`src/rtl/core/irc_tok_pkg.sv`:
```
// types and constants of the chat line tokenizer
`default_nettype none
package irc_tok_pkg;

  localparam int unsigned MAX_PARAMS = 15;
  localparam int unsigned PREFIX_MAX = 63;

  localparam int BYTE_W  = 8;
  localparam int ROLE_W  = 3;
  localparam int SLOT_W  = 4;
  localparam int TOTAL_W = 5;
  localparam int PLEN_W  = 7;
  localparam int PSLOT_W = 5;

  localparam logic [BYTE_W-1:0] CH_COLON = 8'h3A;
  localparam logic [BYTE_W-1:0] CH_SPACE = 8'h20;

  typedef enum logic [ROLE_W-1:0] {
    ROLE_SEP     = 3'd0,
    ROLE_PREFIX  = 3'd1,
    ROLE_COMMAND = 3'd2,
    ROLE_MIDDLE  = 3'd3,
    ROLE_TRAIL   = 3'd4,
    ROLE_DROPPED = 3'd5
  } role_e;

  typedef enum logic [6:0] {
    PH_LEAD    = 7'b0000001,
    PH_PREFIX  = 7'b0000010,
    PH_POSTPFX = 7'b0000100,
    PH_COMMAND = 7'b0001000,
    PH_GAP     = 7'b0010000,
    PH_MIDDLE  = 7'b0100000,
    PH_TRAIL   = 7'b1000000
  } phase_e;

  typedef struct packed {
    logic [BYTE_W-1:0] data_byte;
    logic              end_of_line;
  } item_t;

  typedef struct packed {
    logic [BYTE_W-1:0]  char_out;
    logic [ROLE_W-1:0]  role;
    logic [SLOT_W-1:0]  slot;
    logic               line_done;
    logic               empty_error;
    logic [TOTAL_W-1:0] slot_total;
  } result_t;

  // handshake between the stage registers
  typedef struct packed {
    logic valid;
    logic take;
  } stage_ctl_t;

endpackage
`default_nettype wire

```
`src/rtl/core/irc_tok_if.sv`:
```
// valid/ready channel interfaces for input bytes and tagged results
`default_nettype none
interface irc_tok_in_if;
  logic                          valid;
  logic                          ready;
  logic [irc_tok_pkg::BYTE_W-1:0] data_byte;
  logic                          end_of_line;

  modport source (output valid, output data_byte, output end_of_line, input ready);
  modport sink (input valid, input data_byte, input end_of_line, output ready);
endinterface

interface irc_tok_out_if;
  logic                           valid;
  logic                           ready;
  logic [irc_tok_pkg::BYTE_W-1:0]  char_out;
  logic [irc_tok_pkg::ROLE_W-1:0]  role;
  logic [irc_tok_pkg::SLOT_W-1:0]  slot;
  logic                           line_done;
  logic                           empty_error;
  logic [irc_tok_pkg::TOTAL_W-1:0] slot_total;

  modport source (output valid, output char_out, output role, output slot,
                  output line_done, output empty_error, output slot_total, input ready);
  modport sink (input valid, input char_out, input role, input slot,
                input line_done, input empty_error, input slot_total, output ready);
endinterface
`default_nettype wire

```
`src/rtl/core/irc_tok_inreg.sv`:
```
// input register stage holding one byte of the line
`default_nettype none
module irc_tok_inreg (
  input  wire logic            clk_i,
  input  wire logic            rst_ni,
  irc_tok_in_if.sink           in_i,
  input  wire logic            take_i,
  output irc_tok_pkg::item_t   item_o,
  output logic                 valid_o
);
  import irc_tok_pkg::*;

  logic  valid_q, valid_d;
  item_t item_q;
  logic  accept;

  assign in_i.ready = !valid_q || take_i;
  assign accept     = in_i.valid && in_i.ready;

  always_comb begin
    valid_d = valid_q;
    if (accept) begin
      valid_d = 1'b1;
    end else if (take_i) begin
      valid_d = 1'b0;
    end
  end

  always_ff @(posedge clk_i or negedge rst_ni) begin
    if (!rst_ni) begin
      valid_q <= 1'b0;
    end else begin
      valid_q <= valid_d;
    end
  end

  always_ff @(posedge clk_i) begin
    if (accept) begin
      item_q.data_byte   <= in_i.data_byte;
      item_q.end_of_line <= in_i.end_of_line;
    end
  end

  assign item_o  = item_q;
  assign valid_o = valid_q;
endmodule
`default_nettype wire

```
`src/rtl/core/irc_tok_fsm.sv`:
```
// line parser state and per-byte role and slot tagging
`default_nettype none
module irc_tok_fsm (
  input  wire logic                    clk_i,
  input  wire logic                    rst_ni,
  input  wire irc_tok_pkg::stage_ctl_t ctl_i,
  input  wire irc_tok_pkg::item_t      item_i,
  output irc_tok_pkg::result_t         res_o
);
  import irc_tok_pkg::*;

  phase_e             phase_q, phase_d;
  logic [PLEN_W-1:0]  plen_q, plen_d;
  logic [PSLOT_W-1:0] pslot_q, pslot_d;
  role_e              role;
  logic [PSLOT_W-1:0] slot_raw;
  logic               sp, colon, empty, fire;

  assign sp    = (item_i.data_byte == CH_SPACE);
  assign colon = (item_i.data_byte == CH_COLON);
  assign fire  = ctl_i.valid && ctl_i.take;

  always_comb begin
    phase_d  = phase_q;
    plen_d   = plen_q;
    pslot_d  = pslot_q;
    role     = ROLE_SEP;
    slot_raw = '0;
    case (phase_q)
      PH_LEAD: begin
        if (sp) begin
          role = ROLE_SEP;
        end else if (colon) begin
          phase_d = PH_PREFIX;
        end else begin
          phase_d = PH_COMMAND;
          role    = ROLE_COMMAND;
        end
      end
      PH_PREFIX: begin
        if (sp) begin
          phase_d = PH_POSTPFX;
        end else if (plen_q < PLEN_W'(PREFIX_MAX)) begin
          plen_d = plen_q + 1'b1;
          role   = ROLE_PREFIX;
        end else begin
          role = ROLE_DROPPED;
        end
      end
      PH_POSTPFX: begin
        if (!sp) begin
          phase_d = PH_COMMAND;
          role    = ROLE_COMMAND;
        end
      end
      PH_COMMAND: begin
        if (sp) begin
          phase_d = PH_GAP;
        end else begin
          role = ROLE_COMMAND;
        end
      end
      PH_GAP: begin
        if (!sp) begin
          pslot_d = pslot_q + 1'b1;
          // the colon marker opens its slot but carries no slot tag
          if (colon) begin
            phase_d = PH_TRAIL;
          end else begin
            phase_d  = PH_MIDDLE;
            role     = ROLE_MIDDLE;
            slot_raw = pslot_d;
          end
        end
      end
      PH_MIDDLE: begin
        // last slot swallows spaces up to line end
        if (sp && (pslot_q < PSLOT_W'(MAX_PARAMS))) begin
          phase_d = PH_GAP;
        end else begin
          role     = ROLE_MIDDLE;
          slot_raw = pslot_q;
        end
      end
      PH_TRAIL: begin
        role     = ROLE_TRAIL;
        slot_raw = pslot_q;
      end
      default: begin
        role = ROLE_SEP;
      end
    endcase
  end

  assign empty = (phase_d == PH_LEAD) || (phase_d == PH_PREFIX) || (phase_d == PH_POSTPFX);

  always_comb begin
    res_o.char_out    = item_i.data_byte;
    res_o.role        = role;
    res_o.slot        = slot_raw[SLOT_W-1:0];
    res_o.line_done   = item_i.end_of_line;
    res_o.empty_error = item_i.end_of_line && empty;
    res_o.slot_total  = '0;
    if (item_i.end_of_line) begin
      res_o.slot_total = empty ? TOTAL_W'(1) : TOTAL_W'(pslot_d + 1'b1);
    end
  end

  always_ff @(posedge clk_i or negedge rst_ni) begin
    if (!rst_ni) begin
      phase_q <= PH_LEAD;
      plen_q  <= '0;
      pslot_q <= '0;
    end else if (fire) begin
      if (item_i.end_of_line) begin
        phase_q <= PH_LEAD;
        plen_q  <= '0;
        pslot_q <= '0;
      end else begin
        phase_q <= phase_d;
        plen_q  <= plen_d;
        pslot_q <= pslot_d;
      end
    end
  end
endmodule
`default_nettype wire

```
`src/rtl/core/irc_tok_outreg.sv`:
```
// result register driving the output channel
`default_nettype none
module irc_tok_outreg (
  input  wire logic                 clk_i,
  input  wire logic                 rst_ni,
  input  wire logic                 valid_i,
  input  wire irc_tok_pkg::result_t res_i,
  output logic                      take_o,
  irc_tok_out_if.source             out_o
);
  import irc_tok_pkg::*;

  logic    valid_q, valid_d;
  result_t res_q;
  logic    load;

  assign take_o = !valid_q || out_o.ready;
  assign load   = valid_i && take_o;

  always_comb begin
    valid_d = valid_q;
    if (load) begin
      valid_d = 1'b1;
    end else if (out_o.ready) begin
      valid_d = 1'b0;
    end
  end

  always_ff @(posedge clk_i or negedge rst_ni) begin
    if (!rst_ni) begin
      valid_q <= 1'b0;
    end else begin
      valid_q <= valid_d;
    end
  end

  always_ff @(posedge clk_i) begin
    if (load) begin
      res_q <= res_i;
    end
  end

  assign out_o.valid       = valid_q;
  assign out_o.char_out    = res_q.char_out;
  assign out_o.role        = res_q.role;
  assign out_o.slot        = res_q.slot;
  assign out_o.line_done   = res_q.line_done;
  assign out_o.empty_error = res_q.empty_error;
  assign out_o.slot_total  = res_q.slot_total;
endmodule
`default_nettype wire

```
`src/rtl/core/irc_line_tokenizer_top.sv`:
```
// Chat line tokenizer, top level.
// in_i carries one byte of a message line per word, with end_of_line on the
// final byte. out_o returns one word per input byte: the byte itself, its role
// (separator, prefix, command, middle or trailing parameter, dropped prefix)
// and its parameter slot. The word for the final byte also has line_done set,
// empty_error when no command was seen, and slot_total (filled slots plus one).
// An accepted byte is held in the input register, tagged by the parser and
// loaded into the result register, which drives out_o.
// Throughput: one byte per cycle while out_o.ready stays high, set by the
// single parser stage between the input register and the result register.
// Reset clears both stage valids and returns the parser to the start of a
// line. When the receiver holds ready low the result register keeps its
// word; the input register still takes one more byte, then in_i.ready drops
// until the result is taken.
`default_nettype none
module irc_line_tokenizer_top (
  input  wire logic      clk_i,
  input  wire logic      rst_ni,
  irc_tok_in_if.sink     in_i,
  irc_tok_out_if.source  out_o
);
  import irc_tok_pkg::*;

  item_t      item;
  result_t    res;
  logic       s1_valid;
  logic       take;
  stage_ctl_t ctl;

  assign ctl.valid = s1_valid;
  assign ctl.take  = take;

  irc_tok_inreg u_inreg (
    .clk_i   (clk_i),
    .rst_ni  (rst_ni),
    .in_i    (in_i),
    .take_i  (take),
    .item_o  (item),
    .valid_o (s1_valid)
  );

  irc_tok_fsm u_fsm (
    .clk_i  (clk_i),
    .rst_ni (rst_ni),
    .ctl_i  (ctl),
    .item_i (item),
    .res_o  (res)
  );

  irc_tok_outreg u_outreg (
    .clk_i   (clk_i),
    .rst_ni  (rst_ni),
    .valid_i (s1_valid),
    .res_i   (res),
    .take_o  (take),
    .out_o   (out_o)
  );
endmodule
`default_nettype wire

```
`src/flat_wrapper.sv`:
```
// flat-port wrapper written by rule: the top's interface ports become plain ports
module irc_line_tokenizer_top_flat import irc_tok_pkg::*;
  (clk_i, rst_ni, in_i_valid, in_i_data_byte, in_i_end_of_line, in_i_ready, out_o_valid, out_o_char_out, out_o_role, out_o_slot, out_o_line_done, out_o_empty_error, out_o_slot_total, out_o_ready);
  irc_tok_in_if in_i_i ();
  irc_tok_out_if out_o_i ();
  input  wire logic clk_i;
  input  wire logic rst_ni;
  input wire logic [$bits(in_i_i.valid)-1:0] in_i_valid;
  input wire logic [$bits(in_i_i.data_byte)-1:0] in_i_data_byte;
  input wire logic [$bits(in_i_i.end_of_line)-1:0] in_i_end_of_line;
  output wire logic [$bits(in_i_i.ready)-1:0] in_i_ready;
  output wire logic [$bits(out_o_i.valid)-1:0] out_o_valid;
  output wire logic [$bits(out_o_i.char_out)-1:0] out_o_char_out;
  output wire logic [$bits(out_o_i.role)-1:0] out_o_role;
  output wire logic [$bits(out_o_i.slot)-1:0] out_o_slot;
  output wire logic [$bits(out_o_i.line_done)-1:0] out_o_line_done;
  output wire logic [$bits(out_o_i.empty_error)-1:0] out_o_empty_error;
  output wire logic [$bits(out_o_i.slot_total)-1:0] out_o_slot_total;
  input wire logic [$bits(out_o_i.ready)-1:0] out_o_ready;
  assign in_i_i.valid = in_i_valid;
  assign in_i_i.data_byte = in_i_data_byte;
  assign in_i_i.end_of_line = in_i_end_of_line;
  assign in_i_ready = in_i_i.ready;
  assign out_o_valid = out_o_i.valid;
  assign out_o_char_out = out_o_i.char_out;
  assign out_o_role = out_o_i.role;
  assign out_o_slot = out_o_i.slot;
  assign out_o_line_done = out_o_i.line_done;
  assign out_o_empty_error = out_o_i.empty_error;
  assign out_o_slot_total = out_o_i.slot_total;
  assign out_o_i.ready = out_o_ready;
  irc_line_tokenizer_top u_core (.clk_i(clk_i), .rst_ni(rst_ni), .in_i(in_i_i), .out_o(out_o_i));
endmodule
```
`config.mk`:
```
export PLATFORM = sky130hd
export DESIGN_NAME = irc_line_tokenizer_top_flat
export DESIGN_NICKNAME = d
export VERILOG_FILES = /design/src/rtl/core/irc_tok_pkg.sv /design/src/rtl/core/irc_tok_if.sv /design/src/rtl/core/irc_tok_inreg.sv /design/src/rtl/core/irc_tok_fsm.sv /design/src/rtl/core/irc_tok_outreg.sv /design/src/rtl/core/irc_line_tokenizer_top.sv /design/src/flat_wrapper.sv
export SDC_FILE = /design/constraint.sdc
export NUM_CORES = 1
export LEC_CHECK = 0
export BUFFER_PORTS_ARGS = -buffer_cell sky130_fd_sc_hd__buf_4
export CORE_MARGIN = 5
export CORE_UTILIZATION = 57
export DETAILED_ROUTE_END_ITERATION = 10
export PLACE_DENSITY = 0.82
export SKIP_CTS_REPAIR_TIMING = 1
export SYNTH_ARGS = -nofsm -noshare
export SYNTH_HDL_FRONTEND = slang
export SYNTH_HIERARCHICAL = 1
export SYNTH_SLANG_ARGS = --single-unit
```
`constraint.sdc`:
```
create_clock -name clk_i -period 3.2 [get_ports clk_i]
set_input_delay 0.48 -clock clk_i [delete_from_list [all_inputs] [get_ports clk_i]]
set_output_delay 0.48 -clock clk_i [all_outputs]
set_load 0.02 [all_outputs]
```
==> metrics.csv <==
stage,metric,value,unit
timing,post-route-period-util,91.71,%
place,place_hpwl,4444,um
global_route,grt_pass1_wl,10610,um
global_route,grt-ovfl-total,0,
synthesis,ys_warn_count,6,
place,gp_congestion,0.9522,
drt,drt_first_iter_violations,177,
drt,vias,2217,
timing,finClkSkew,0.006934,ns
global_route,antenna_found_initial,0,
synthesis,synth_flop_cell,edfxtp_1,
timing,hold_viol,0,
timing,tns,0,ns
synthesis,synthTopCellsByCount,"edfxtp_1, nor2_1, o21ai_0",
place,port_buffers,36,
drt,first_pass_iters,5,
clock_network,htree_num_levels,2,
synthesis,synth_top_area_cell,edfxtp_1,
synthesis,syn_nets,279,
setup_path,worst_path_largest_cell_delay,0.58,ns
floorplanning,die_area,6430,um^2
setup_path,crit_buf_inv,1,
cells_and_area,nFillCells,387,
clock_network,cts_inserted_buffers,5,
setup_path,critical-path-top-delay-family,simple AND/OR/NAND/NOR gates,
synthesis,synth-seq-cells,52,
clock_network,path_clk_slew,0.09,ns
floorplanning,num_rows,25,
synthesis,synth_top_area_share,33.16,%
setup_path,cp-end-kind,flip-flop,
clock_network,clk_path_buf_depth,2,
timing,period_needed,2.935,ns
power_and_ir_drop,powerDensity,509.0,nW/um^2
floorplanning,io_pins,37,
clock_network,cts_root_buffer,clkbuf_8,
synthesis,ys_top_cells_by_area,"edfxtp_1, dfrtp_1, o21ai_0",
floorplanning,die_w,80.19,um
setup_path,r2r_end,u_core/u_outreg/out_o.slot_total[3]$_DFFE_PP_,
synthesis,netlist_instances,263,
timing,setup_violations,0,
synthesis,synth-async-reset-ratio,40.38,%
floorplanning,die_h,80.19,um
floorplanning,core,4755,um^2
power_and_ir_drop,ir_drop,0.2666,mV
setup_path,startpoint_type,flip-flop,
setup_path,crit_path_end,u_core/u_outreg/out_o.slot_total[3]$_DFFE_PP_,
timing,worst_slack,0.2653,ns
run,max_cap_viol_count,0,
floorplanning,start_util,59.05,%
setup_path,crit_arrival,3.00,ns
cells_and_area,antenna-diode-count,0,
power_and_ir_drop,comb_power_share,26.7,%
setup_path,crit_slowest_cell,or4b_4,
synthesis,avgSynthCellArea,10.68,um^2
setup_path,cp_num_cells,8,
cells_and_area,drive_gt1_share,22.49,%
setup_path,cp.required,3.27,ns
synthesis,synth-edff-count,31,
timing,slew_headroom,54.26,%
synthesis,synth.most_common_cell,edfxtp_1,
clock_network,cts.sinks,52,
cells_and_area,multi_input_area,1192,um^2
synthesis,syn_area,2808,um^2
drt,routed_wl,6228,um
drt,avgRoutedWirePerCell,17.49,um
cells_and_area,regArea,1458,um^2
clock_network,insertion_delay,0.31,ns
power_and_ir_drop,p_seq_share,50.9,%
timing,hold-worst-slack,0.04043,ns
power_and_ir_drop,clockPowerShare,22.4,%
setup_path,worstSetupStartpoint,u_core/u_inreg/item_o[3]$_DFFE_PP_,
drt,drc,0,
setup_path,reg2regPathDepth,8,
global_route,grt_max_degree,23,
timing,fmax,0.3407,GHz
synthesis,seq_area_frac_synth,51.92,%
clock_network,cts_tree,done,
power_and_ir_drop,intPower,1.106,mW
power_and_ir_drop,p_leak,1.330,nW
timing,rsz0062_at_grt,false,
drt,via_per_inst,6.228,
setup_path,cp_max_fo,14,
timing,maxSlewViolCount,0,
drt,antenna_left,0,
place,detailedPlace.worstSlack,0.3059,ns
power_and_ir_drop,swShare,31.08,%
global_route,grt_use_total,21.48,%
setup_path,worstPathCellList,"or4b_4, or3_1, buf_4, o21bai_4, a31oi_1, nor3_1, nand4_1, and3_1",
cells_and_area,final_net_count,304,
global_route,grt_pass1_vias,2201,
status,status,finished clean,
power_and_ir_drop,power.switching,498.7,uW
synthesis,synth.distinct_cells,58,
setup_path,crit_type,flip-flop to flip-flop,
setup_path,r2r_setup_slack,0.27,ns
setup_path,r2r_start,u_core/u_inreg/item_o[3]$_DFFE_PP_,
cells_and_area,syn_to_final_growth,12.30,%
timing,tightest_slew,0.6798,ns
hold_path,worstHoldPathType,primary input to asynchronous set/reset pin,
==> worst min path at each step <==
stage | from | end | slack, ns | cells past startpoint
3_5_place_dp | rst_ni | u_core/u_fsm/pslot_q[2]$_DFFE_PN0P_ | 0.39 | 1
2_1_floorplan | rst_ni | u_core/u_fsm/phase_q[1]$_DFFE_PN0P_ | 0.18 | 0
6_report | rst_ni | u_core/u_fsm/pslot_q[2]$_DFFE_PN0P_ | 0.04 | 1
5_1_grt | rst_ni | u_core/u_fsm/pslot_q[2]$_DFFE_PN0P_ | 0.06 | 1
4_1_cts | rst_ni | u_core/u_fsm/pslot_q[2]$_DFFE_PN0P_ | 0.05 | 1
3_3_place_gp | rst_ni | u_core/u_fsm/pslot_q[2]$_DFFE_PN0P_ | 0.38 | 1
==> area by class of cell <==
cell class | instances | share of cell area [%]
repair buffers | 43 | 10.24
clock inverters | 2 | 0.3968
inverters | 3 | 0.3571
multi-input cells | 183 | 37.82
well taps | 67 | 2.659
flip-flops and latches | 52 | 46.23
clock buffers | 6 | 2.302
==> stage by stage <==
step	total power, mW	instances	util [%]	instance area, um^2
floorplan	1.115	263	-	2808
global placement	1.248	348	64.53	3068
detailed placement	1.249	348	64.53	3068
CTS	1.607	356	66.32	3153
global route	1.696	356	66.32	3153
finish	1.605	356	66.32	3153
==> placed cells by master, fill, tap and decap left out, types with 2 or more instances in the layout <==
master    count
a211o_1       3
a21oi_1       8
a22o_1        2
a31oi_1       4
a41oi_1       2
and2_1        3
and2_4        2
and3_1       10
buf_4        43
clkbuf_8      5
dfrtp_1      20
edfxtp_1     31
ha_1          3
inv_1         3
mux2_2        2
nand2_1      14
nand2b_1      5
nand2b_4      2
nand3_1      14
nand4_1       4
nor2_1       21
nor3_1        6
nor4_1        4
nor4b_1       2
o2111a_1      2
o211ai_1      3
o21a_1        2
o21ai_0      21
o31ai_1       5
or3_1         2
xnor2_1       8
xor2_1        6
==> flip-flops by register name (all words and copies together), names as in the netlist <==
name	count
u_core/u_inreg/item_o	9
u_core/u_outreg/out_o.char_out	8
u_core/u_fsm/phase_q	7
u_core/u_fsm/plen_q	7
u_core/u_fsm/pslot_q	5
u_core/u_outreg/out_o.slot_total	5
u_core/u_outreg/out_o.slot	4
u_core/u_outreg/out_o.role	3
u_core/u_inreg/valid_o	1
u_core/u_outreg/out_o.empty_error	1
u_core/u_outreg/out_o.line_done	1
u_core/u_outreg/out_o.valid	1
==> cells by family (layout without fill, tap and decap cells) <==
kind of cell    Yosys count  after routing  share of synthesized area, %
simple gates             99             99                         19.74
mux                       3              3                         1.159
xor+xnor                 14             14                         4.367
fa+ha+maj                 4              4                         1.694
flops                    52             52                         51.92
compound gates           63             63                         15.51
buf+inv                  28             54                         5.615
==> power groups by stage <==
stage | combinational, mW | clock [mW] | sequential [mW]
finish | 0.428 | 0.360 | 0.817
global route | 0.474 | 0.402 | 0.820
CTS | 0.421 | 0.371 | 0.815
detailed placement | 0.419 | 0 | 0.830
global placement | 0.422 | 0 | 0.826
floorplan | 0.279 | 0 | 0.836
==> routing by layer <==
| layer | global-route usage [%] | wire, um | vias up |
|---|---|---|---|
| met2 | 34.69 | 3029 | 100 |
| met5 | 0 | 0 | - |
| met1 | 27.39 | 2592 | 1083 |
| met4 | 10.47 | 142 | 0 |
| li1 | - | - | 1020 |
| met3 | 4.484 | 464 | 14 |
No activity file was read; power rests on OpenSTA's default activity.
